`src/rtl/core/srmt_pkg.sv`:
```
`timescale 1ns / 1ps
// ----------------------------------------------------------------------------
// srmt_pkg
// Shared types, sizes and codes of the sorted region map table.
// ----------------------------------------------------------------------------
package srmt_pkg;

	// table geometry
	localparam int TABLE_ENTRIES = 16;
	localparam int PAGE_SHIFT    = 12;
	localparam int ADDR_BITS     = 32;
	localparam int IDX_W         = $clog2(TABLE_ENTRIES);
	localparam int CNT_W         = $clog2(TABLE_ENTRIES + 1);

	localparam logic [ADDR_BITS-1:0] PAGE_MASK =
		ADDR_BITS'((64'(1) << PAGE_SHIFT) - 64'(1));

	// action codes
	localparam logic [1:0] ACT_MAP    = 2'd0;
	localparam logic [1:0] ACT_UNMAP  = 2'd1;
	localparam logic [1:0] ACT_LOOKUP = 2'd2;
	localparam logic [1:0] ACT_READ   = 2'd3;

	// status codes
	localparam logic [2:0] ST_OK         = 3'd0;
	localparam logic [2:0] ST_MISALIGNED = 3'd1;
	localparam logic [2:0] ST_OVERLAP    = 3'd2;
	localparam logic [2:0] ST_FULL       = 3'd3;
	localparam logic [2:0] ST_NOT_FOUND  = 3'd4;
	localparam logic [2:0] ST_PAST_END   = 3'd5;

	typedef struct packed {
		logic [1:0]           action;
		logic [ADDR_BITS-1:0] virt_addr;
		logic [ADDR_BITS-1:0] phys_addr;
		logic [31:0]          region_size;
		logic [7:0]           map_flags;
		logic [3:0]           entry_index;
	} srmt_req_t;

	typedef struct packed {
		logic [2:0]           status;
		logic [ADDR_BITS-1:0] phys_out;
		logic [ADDR_BITS-1:0] virt_out;
		logic [31:0]          size_out;
		logic [7:0]           flags_out;
	} srmt_rsp_t;

	// one stored mapping
	typedef struct packed {
		logic [ADDR_BITS-1:0] virt;
		logic [ADDR_BITS-1:0] phys;
		logic [31:0]          size;
		logic [7:0]           flags;
	} srmt_entry_t;

	// table port control
	typedef struct packed {
		logic             rd_en;
		logic [IDX_W-1:0] rd_addr;
		logic             wr_en;
		logic [IDX_W-1:0] wr_addr;
	} srmt_tbl_ctrl_t;

	// shared compare unit operands: a < b + c, a == b
	typedef struct packed {
		logic [ADDR_BITS-1:0] a;
		logic [ADDR_BITS-1:0] b;
		logic [31:0]          c;
	} srmt_cmp_req_t;

	typedef struct packed {
		logic lt;
		logic eq;
	} srmt_cmp_res_t;

endpackage

```
`src/rtl/core/srmt_table.sv`:
```
`timescale 1ns / 1ps
// ----------------------------------------------------------------------------
// srmt_table
// Entry storage: one write port and one read port with registered data.
// ----------------------------------------------------------------------------
module srmt_table
	import srmt_pkg::*;
(
	input  logic           clk,
	input  srmt_tbl_ctrl_t ctrl,
	input  srmt_entry_t    wdata,
	output srmt_entry_t    rdata
);

	srmt_entry_t mem [TABLE_ENTRIES];
	srmt_entry_t rdata_q;

	// write port
	always_ff @(posedge clk) begin
		if (ctrl.wr_en) begin
			mem[ctrl.wr_addr] <= wdata;
		end
	end

	// registered read port
	always_ff @(posedge clk) begin
		if (ctrl.rd_en) begin
			rdata_q <= mem[ctrl.rd_addr];
		end
	end

	assign rdata = rdata_q;

endmodule

```
`src/rtl/core/srmt_cmp.sv`:
```
`timescale 1ns / 1ps
// ----------------------------------------------------------------------------
// srmt_cmp
// Shared compare unit: one wide add with an unsigned compare and an equality.
// ----------------------------------------------------------------------------
module srmt_cmp
	import srmt_pkg::*;
(
	input  srmt_cmp_req_t req,
	output srmt_cmp_res_t res
);

	logic [ADDR_BITS:0] sum;
	logic [ADDR_BITS:0] lhs;

	// end of interval computed one bit wider, so it never wraps
	always_comb begin
		sum    = {1'b0, req.b} + (ADDR_BITS + 1)'(req.c);
		lhs    = {1'b0, req.a};
		res.lt = lhs < sum;
		res.eq = req.a == req.b;
	end

endmodule

```
`src/rtl/core/sorted_region_map_table_core.sv`:
```
`timescale 1ns / 1ps
// ----------------------------------------------------------------------------
// sorted_region_map_table_core
// Sorted table of address mappings with map, unmap, lookup and read actions.
// ----------------------------------------------------------------------------
//   req (req_valid/req_ready) carries one action item; rsp (rsp_valid/
//   rsp_ready) returns exactly one result item for it, in order.
//   req_ready is high only while the sequencer is idle. Entries sit in a
//   memory with registered reads; each entry visited takes a read state and
//   then a compare state in the shared compare unit.
//   The next item can be accepted in the cycle after the result is loaded.
//   Reset empties the table at once (count to zero, no clearing pass).
//   A result waits in the output register while rsp_ready is low; the next
//   item is taken meanwhile, and its result is held until the register frees.
// ----------------------------------------------------------------------------
module sorted_region_map_table_core
	import srmt_pkg::*;
(
	input  logic      clk,
	input  logic      arst_n,
	input  logic      req_valid,
	output logic      req_ready,
	input  srmt_req_t req,
	output logic      rsp_valid,
	input  logic      rsp_ready,
	output srmt_rsp_t rsp
);

	// sequencer states
	localparam logic [4:0] S_IDLE    = 5'd0;
	localparam logic [4:0] S_WALK_RD = 5'd1;
	localparam logic [4:0] S_WALK_EV = 5'd2;
	localparam logic [4:0] S_AFT_RD  = 5'd3;
	localparam logic [4:0] S_AFT_A   = 5'd4;
	localparam logic [4:0] S_AFT_B   = 5'd5;
	localparam logic [4:0] S_BEF_RD  = 5'd6;
	localparam logic [4:0] S_BEF_A   = 5'd7;
	localparam logic [4:0] S_BEF_B   = 5'd8;
	localparam logic [4:0] S_FULL    = 5'd9;
	localparam logic [4:0] S_SH_RD   = 5'd10;
	localparam logic [4:0] S_SH_WR   = 5'd11;
	localparam logic [4:0] S_INS     = 5'd12;
	localparam logic [4:0] S_FIND_RD = 5'd13;
	localparam logic [4:0] S_FIND_EV = 5'd14;
	localparam logic [4:0] S_UN_RD   = 5'd15;
	localparam logic [4:0] S_UN_WR   = 5'd16;
	localparam logic [4:0] S_READ_EV = 5'd17;
	localparam logic [4:0] S_DONE    = 5'd18;

	logic [4:0]       state_q;
	logic [CNT_W-1:0] cnt_q;
	logic [CNT_W-1:0] ptr_q;
	logic [CNT_W-1:0] slot_q;
	srmt_req_t        req_q;
	srmt_rsp_t        res_q;
	srmt_rsp_t        rsp_q;
	logic             rsp_valid_q;

	srmt_tbl_ctrl_t   tbl_ctrl;
	srmt_entry_t      tbl_wdata;
	srmt_entry_t      tbl_rdata;
	srmt_cmp_req_t    cmp_req;
	srmt_cmp_res_t    cmp_res;

	logic [CNT_W-1:0] ptr_inc;
	logic [CNT_W-1:0] ptr_dec;
	logic [CNT_W-1:0] slot_dec;
	logic             req_misaligned;
	logic             req_past_end;

	assign ptr_inc  = ptr_q + CNT_W'(1);
	assign ptr_dec  = ptr_q - CNT_W'(1);
	assign slot_dec = slot_q - CNT_W'(1);

	assign req_misaligned = |((req.phys_addr | req.virt_addr) & PAGE_MASK);
	assign req_past_end   = 32'(req.entry_index) >= 32'(cnt_q);

	assign req_ready = state_q == S_IDLE;
	assign rsp_valid = rsp_valid_q;
	assign rsp       = rsp_q;

	// table port addressing per state
	always_comb begin
		tbl_ctrl  = '0;
		tbl_wdata = tbl_rdata;
		case (state_q)
			S_IDLE: begin
				tbl_ctrl.rd_en   = req_valid && req.action == ACT_READ;
				tbl_ctrl.rd_addr = IDX_W'(req.entry_index);
			end
			S_WALK_RD, S_FIND_RD: begin
				tbl_ctrl.rd_en   = ptr_q != cnt_q;
				tbl_ctrl.rd_addr = ptr_q[IDX_W-1:0];
			end
			S_AFT_RD: begin
				tbl_ctrl.rd_en   = slot_q < cnt_q;
				tbl_ctrl.rd_addr = slot_q[IDX_W-1:0];
			end
			S_BEF_RD: begin
				tbl_ctrl.rd_en   = slot_q != '0;
				tbl_ctrl.rd_addr = slot_dec[IDX_W-1:0];
			end
			S_SH_RD: begin
				tbl_ctrl.rd_en   = ptr_q > slot_q;
				tbl_ctrl.rd_addr = ptr_dec[IDX_W-1:0];
			end
			S_SH_WR, S_UN_WR: begin
				tbl_ctrl.wr_en   = 1'b1;
				tbl_ctrl.wr_addr = ptr_q[IDX_W-1:0];
			end
			S_INS: begin
				tbl_ctrl.wr_en   = 1'b1;
				tbl_ctrl.wr_addr = slot_q[IDX_W-1:0];
				tbl_wdata.virt   = req_q.virt_addr;
				tbl_wdata.phys   = req_q.phys_addr;
				tbl_wdata.size   = req_q.region_size;
				tbl_wdata.flags  = req_q.map_flags;
			end
			S_UN_RD: begin
				tbl_ctrl.rd_en   = ptr_inc < cnt_q;
				tbl_ctrl.rd_addr = ptr_inc[IDX_W-1:0];
			end
			default: begin
				tbl_ctrl = '0;
			end
		endcase
	end

	// compare unit operands per state
	always_comb begin
		cmp_req = '0;
		case (state_q)
			S_WALK_EV: begin
				cmp_req.a = req_q.virt_addr;
				cmp_req.b = tbl_rdata.virt;
			end
			S_FIND_EV: begin
				cmp_req.a = tbl_rdata.virt;
				cmp_req.b = req_q.virt_addr;
			end
			S_AFT_A, S_BEF_A: begin
				cmp_req.a = tbl_rdata.virt;
				cmp_req.b = req_q.virt_addr;
				cmp_req.c = req_q.region_size;
			end
			S_AFT_B, S_BEF_B: begin
				cmp_req.a = req_q.virt_addr;
				cmp_req.b = tbl_rdata.virt;
				cmp_req.c = tbl_rdata.size;
			end
			default: begin
				cmp_req = '0;
			end
		endcase
	end

	srmt_table u_table (
		.clk   (clk),
		.ctrl  (tbl_ctrl),
		.wdata (tbl_wdata),
		.rdata (tbl_rdata)
	);

	srmt_cmp u_cmp (
		.req (cmp_req),
		.res (cmp_res)
	);

	// sequencer
	always_ff @(posedge clk or negedge arst_n) begin
		if (!arst_n) begin
			state_q     <= S_IDLE;
			cnt_q       <= '0;
			ptr_q       <= '0;
			slot_q      <= '0;
			req_q       <= '0;
			res_q       <= '0;
			rsp_q       <= '0;
			rsp_valid_q <= 1'b0;
		end else begin
			// drop a taken result unless a new one is loaded in its place
			if (rsp_valid_q && rsp_ready && state_q != S_DONE) begin
				rsp_valid_q <= 1'b0;
			end
			case (state_q)
				S_IDLE: begin
					if (req_valid) begin
						req_q <= req;
						res_q <= '0;
						ptr_q <= '0;
						case (req.action)
							ACT_MAP: begin
								if (req_misaligned) begin
									res_q.status <= ST_MISALIGNED;
									state_q      <= S_DONE;
								end else begin
									state_q <= S_WALK_RD;
								end
							end
							ACT_UNMAP, ACT_LOOKUP: begin
								state_q <= S_FIND_RD;
							end
							default: begin
								if (req_past_end) begin
									res_q.status <= ST_PAST_END;
									state_q      <= S_DONE;
								end else begin
									state_q <= S_READ_EV;
								end
							end
						endcase
					end
				end
				// map: find the slot after all entries not above the new start
				S_WALK_RD: begin
					if (ptr_q == cnt_q) begin
						slot_q  <= ptr_q;
						state_q <= S_AFT_RD;
					end else begin
						state_q <= S_WALK_EV;
					end
				end
				S_WALK_EV: begin
					if (!cmp_res.lt) begin
						ptr_q   <= ptr_inc;
						state_q <= S_WALK_RD;
					end else begin
						slot_q  <= ptr_q;
						state_q <= S_AFT_RD;
					end
				end
				// overlap with the following neighbor
				S_AFT_RD: begin
					state_q <= (slot_q < cnt_q) ? S_AFT_A : S_BEF_RD;
				end
				S_AFT_A: begin
					state_q <= cmp_res.lt ? S_AFT_B : S_BEF_RD;
				end
				S_AFT_B: begin
					if (cmp_res.lt) begin
						res_q.status <= ST_OVERLAP;
						state_q      <= S_DONE;
					end else begin
						state_q <= S_BEF_RD;
					end
				end
				// overlap with the preceding neighbor
				S_BEF_RD: begin
					state_q <= (slot_q != '0) ? S_BEF_A : S_FULL;
				end
				S_BEF_A: begin
					state_q <= cmp_res.lt ? S_BEF_B : S_FULL;
				end
				S_BEF_B: begin
					if (cmp_res.lt) begin
						res_q.status <= ST_OVERLAP;
						state_q      <= S_DONE;
					end else begin
						state_q <= S_FULL;
					end
				end
				S_FULL: begin
					if (cnt_q == CNT_W'(TABLE_ENTRIES)) begin
						res_q.status <= ST_FULL;
						state_q      <= S_DONE;
					end else begin
						ptr_q   <= cnt_q;
						state_q <= S_SH_RD;
					end
				end
				// move entries up one slot, top first
				S_SH_RD: begin
					state_q <= (ptr_q > slot_q) ? S_SH_WR : S_INS;
				end
				S_SH_WR: begin
					ptr_q   <= ptr_dec;
					state_q <= S_SH_RD;
				end
				S_INS: begin
					cnt_q        <= cnt_q + CNT_W'(1);
					res_q.status <= ST_OK;
					state_q      <= S_DONE;
				end
				// unmap and lookup: first entry not below the address
				S_FIND_RD: begin
					if (ptr_q == cnt_q) begin
						res_q.status <= ST_NOT_FOUND;
						state_q      <= S_DONE;
					end else begin
						state_q <= S_FIND_EV;
					end
				end
				S_FIND_EV: begin
					if (cmp_res.lt) begin
						ptr_q   <= ptr_inc;
						state_q <= S_FIND_RD;
					end else if (cmp_res.eq) begin
						if (req_q.action == ACT_LOOKUP) begin
							res_q.phys_out <= tbl_rdata.phys;
							state_q        <= S_DONE;
						end else begin
							res_q.size_out <= tbl_rdata.size;
							state_q        <= S_UN_RD;
						end
					end else begin
						res_q.status <= ST_NOT_FOUND;
						state_q      <= S_DONE;
					end
				end
				// move entries down over the removed one
				S_UN_RD: begin
					if (ptr_inc < cnt_q) begin
						state_q <= S_UN_WR;
					end else begin
						cnt_q   <= cnt_q - CNT_W'(1);
						state_q <= S_DONE;
					end
				end
				S_UN_WR: begin
					ptr_q   <= ptr_inc;
					state_q <= S_UN_RD;
				end
				S_READ_EV: begin
					res_q.phys_out  <= tbl_rdata.phys;
					res_q.virt_out  <= tbl_rdata.virt;
					res_q.size_out  <= tbl_rdata.size;
					res_q.flags_out <= tbl_rdata.flags;
					state_q         <= S_DONE;
				end
				// hand the result to the output register once it is free
				S_DONE: begin
					if (!rsp_valid_q || rsp_ready) begin
						rsp_q       <= res_q;
						rsp_valid_q <= 1'b1;
						state_q     <= S_IDLE;
					end
				end
				default: begin
					state_q <= S_IDLE;
				end
			endcase
		end
	end

`ifndef ASSERT_OFF
	a_cnt_bound: assert property (@(posedge clk) disable iff (!arst_n)
		cnt_q <= CNT_W'(TABLE_ENTRIES))
		else $error("entry count above table size");

	a_wr_states: assert property (@(posedge clk) disable iff (!arst_n)
		tbl_ctrl.wr_en |-> (state_q == S_SH_WR || state_q == S_INS || state_q == S_UN_WR))
		else $error("table written outside map or unmap");

	a_ins_count: assert property (@(posedge clk) disable iff (!arst_n)
		state_q == S_INS |=> cnt_q == $past(cnt_q) + CNT_W'(1))
		else $error("insert did not grow the table");

	a_err_zero: assert property (@(posedge clk) disable iff (!arst_n)
		(rsp_valid_q && rsp_q.status != ST_OK) |->
		(rsp_q.phys_out == '0 && rsp_q.virt_out == '0 &&
		 rsp_q.size_out == '0 && rsp_q.flags_out == '0))
		else $error("error result carries data");

	a_walk_ptr: assert property (@(posedge clk) disable iff (!arst_n)
		(state_q == S_WALK_RD || state_q == S_FIND_RD) |-> ptr_q <= cnt_q)
		else $error("walk pointer past end of table");
`endif

endmodule

```
`config.mk`:
```
export PLATFORM = sky130hd
export DESIGN_NAME = sorted_region_map_table_core
export DESIGN_NICKNAME = d
export VERILOG_FILES = /design/src/rtl/core/srmt_pkg.sv /design/src/rtl/core/srmt_table.sv /design/src/rtl/core/srmt_cmp.sv /design/src/rtl/core/sorted_region_map_table_core.sv
export SDC_FILE = /design/constraint.sdc
export NUM_CORES = 2
export LEC_CHECK = 0
export BUFFER_PORTS_ARGS = -buffer_cell sky130_fd_sc_hd__buf_4
export CAP_MARGIN = 0
export CORE_MARGIN = 1.5
export CORE_UTILIZATION = 44
export CTS_CLUSTER_DIAMETER = 60
export DETAILED_ROUTE_END_ITERATION = 6
export PLACE_DENSITY_LB_ADDON = 0.15
export SLEW_MARGIN = 40
export SYNTH_ARGS = -nofsm -noshare
export SYNTH_HDL_FRONTEND = slang
export SYNTH_SLANG_ARGS = --single-unit
```
`constraint.sdc`:
```
create_clock -name clk -period 20.2 [get_ports clk]
set_input_delay 5.05 -clock clk [delete_from_list [all_inputs] [get_ports clk]]
set_output_delay 5.05 -clock clk [all_outputs]
set_load 0.01 [all_outputs]
```
==> results.py <==
metrics = {
    "worst_setup_path": {
        "crit_path_start": "state_q[3]",
        "start_kind": "flop",
        "arrival_ns": 9.19,
        "cp_num_buf_inv": 3,
        "critPathMaxStageDelay_ns": 0.76,
        "crit_family": "simple AND/OR/NAND/NOR gates",
        "end_kind": "flop",
        "slowest_stage": "nor4bb_1",
        "rrSetupSlack_ns": 11.79,
        "path_class": "reg -> reg",
        "required_ns": 20.98,
        "regToRegStartpoint": "state_q[3]",
        "critPathMaxFanout": 32,
    },
    "layout": {
        "design_area_sq_um": 99900,
        "drive_gt1_share_pct": 13.7,
        "syn2layout_area_growth_pct": 13.8,
        "fin_nets": 6815,
    },
    "global_route": {
        "grt.overflow.total": 0,
        "grt_pass1_vias": 53100,
        "grt_pass1_wl_um": 370000,
        "grtUsageTotal_pct": 24.8,
        "grt_max_degree": 186,
        "antenna_found_initial": 3,
    },
    "timing": {
        "max_clock_freq_ghz": 0.119,
        "setup_viol": 0,
        "post-route-period-util_pct": 41.6,
        "fin_skew_ns": 0.0353,
        "rsz0062_at_grt": "no",
        "period_needed_ns": 8.41,
        "drv_slew": 0,
        "worst_pin_slew_ns": 0.903,
        "finalSetupTns_ns": 0,
        "slew_headroom_pct": 39.8,
        "hold_viol": 0,
    },
    "logic_synthesis": {
        "syn-cell-area_sq_um": 87800,
        "syn_inst": 6490,
        "synth_top_cell_area_share_pct": 60.5,
        "ys_top_cells_by_count": "1768 x edfxtp_1, 1280 x nand2_1, 525 x a211oi_1",
        "syn_avg_cell_area_sq_um": 13.5,
        "synth-edff-count": 1768,
        "ys_seq_area_share_pct": 70.2,
        "synthesis.nets": 6697,
        "yosysTopAreaCell": "edfxtp_1",
        "synthFlopType": "edfxtp_1",
        "synth_area_leaders": "edfxtp_1 60%, dfrtp_1 9.7%, nand2_1 5.5%",
        "asyncSetResetFlopFracSynth_pct": 16.2,
        "synthDistinctLibCells": 81,
        "yosysMostFrequentCell": "edfxtp_1",
        "synth_seq_cells": 2109,
        "yosysWarningCount": 0,
    },
    "job": {
        "drv_cap": 0,
    },
    "detailed_routing": {
        "vias_per_cell": 5.86,
        "postRouteAntennaNets": 0,
        "drc": 0,
        "routed_wl_um": 254000,
        "first_pass_iters": 5,
        "wire_per_inst_um": 26.9,
        "first_iter_violations": 5810,
        "num_vias": 55300,
    },
    "clock_network": {
        "clkSlewWorstSetupHoldPaths_ns": 0.06,
        "cts_max_level": 4,
        "clock_sinks": 2109,
        "clock_latency_ns": 0.87,
        "cts_hold_buf": 0,
        "cts_setup_buffers": 0,
        "cts-root-buf": "clkbuf_16",
        "cts_buffers": 221,
        "cts_tree": "done",
        "cts_buffer_depth": 3,
        "post_cts_resized": 0,
    },
    "min_path": {
        "hp-start": "req_q[108]",
        "hold_path_class": "reg -> reg",
    },
    "outcome": {
        "status": "finished clean",
    },
    "die": {
        "ioPinCount": 223,
        "rows": 163,
        "start_util_pct": 44.4,
        "core-area_sq_um": 198000,
        "die_w_um": 450,
        "die_y_um": 450,
        "die_area_sq_um": 202000,
    },
    "place": {
        "port_buffers": 222,
        "postPlaceCellArea_sq_um": 92700,
        "gp_congestion": 0.871,
        "dpl.hpwl_um": 138000,
    },
    "pwr": {
        "vdd_drop_max_mv": 0.224,
        "p_per_area_nw_per_um2": 181,
        "leakage_nw": 35.0,
    },
}
## final cells by class
| type | instances | area, sq um |
|---|---|---|
| Antenna cell | 2 | 5.00 |
| Clock buffer | 298 | 6130 |
| Clock inverter | 112 | 860 |
| Fill cell | 17000 | 97900 |
| Inverter | 46 | 173 |
| Multi-Input combinational cell | 3878 | 24400 |
| Sequential cell | 2109 | 61600 |
| Tap cell | 2640 | 3300 |
| Timing Repair Buffer | 352 | 3370 |
## stage by stage
stage / util [%] / worst slack (ns) / cells / hold WS, ns / total power [W]
floorplan: - / 6.09 / 6490 / 0.441 / 0.0118
global placement: 46.6 / 10.13 / 8999 / 0.458 / 0.0140
detailed placement: 46.9 / 10.94 / 9019 / 0.466 / 0.0142
CTS: 50.4 / 11.85 / 9429 / 0.480 / 0.0181
global route: 50.5 / 11.40 / 9436 / 0.503 / 0.0191
finish: 50.5 / 11.79 / 9437 / 0.479 / 0.0181
## state kept, by name (all words and copies together), names as in the netlist
name           count
state_q            5
ptr_q              5
slot_q             5
req_q            106
cnt_q              5
u_table.mem     1664
rsp              107
res_q            107
u_table.rdata    104
rsp_valid          1
## worst reg2reg max path: stages, from the launching register on
cell and delay (ns):
dfrtp_1 0.75, nand2b_1 0.39, nor2_1 0.17, a21oi_1 0.07, nor3_2 0.39, buf_4 0.64
a22o_1 0.40, ha_1 0.30, o21ai_0 0.10, o21bai_1 0.14, a21oi_1 0.14, nor4bb_1 0.76
o21ai_1 0.25, a31oi_1 0.25, o21ai_0 0.17, o21ai_0 0.25, xnor2_1 0.11, ha_1 0.30
nand2_1 0.07, nor3_1 0.28, nand3_1 0.18, nor3_1 0.37, a211o_1 0.19, o41ai_4 0.09
buf_4 0.23, o41ai_4 0.35, buf_4 0.67, a22o_1 0.28
## power by group
part           internal [W]  switching [W]
sequential          0.00599       0.000558
clock               0.00221        0.00170
combinational       0.00260        0.00502
## per-layer routing
metal / GRT usage (%) / up-vias / share of wire (%)
met1: 35.4 / 28300 / 44
met4: 7.66 / 0 / 2.9
met3: 3.22 / 319 / 6.1
met5: 0 / - / 0
met2: 39.4 / 1858 / 47
li1: - / 24800 / -
## placed cells by master (no fill, tap or decap), drive strengths merged, types with 209 or more instances in the layout
master / instances
and2: 416
mux2: 214
buf: 351
edfxtp: 1768
a211oi: 526
nand2: 1281
a21oi: 274
a31oi: 215
dfrtp: 341
a311oi: 209
clkbuf: 299
## final timing paths
path,endpoint,cells after the start
min in group asynchronous,req_q[21],1
hold reg to reg,req_q[108],2
max in group asynchronous,req_q[87],3
setup / recovery,res_q[91],27
hold / removal,req_q[108],2
setup reg to reg,res_q[91],27
## cell families (layout without fill, tap and decap cells)
family,count (synthesis),in the layout,synth area share [%]
AO/OA/AOI/OAI,1592,1592,12.9
XOR/XNOR,70,70,0.698
adder cells (fa/ha/maj),93,93,1.34
buffers and inverters,503,808,2.31
flip-flops,2109,2109,70.2
multiplexers,228,228,2.90
other,0,2,0
AND/OR/NAND/NOR,1895,1895,9.66
No activity file was read; power rests on OpenSTA's default activity.
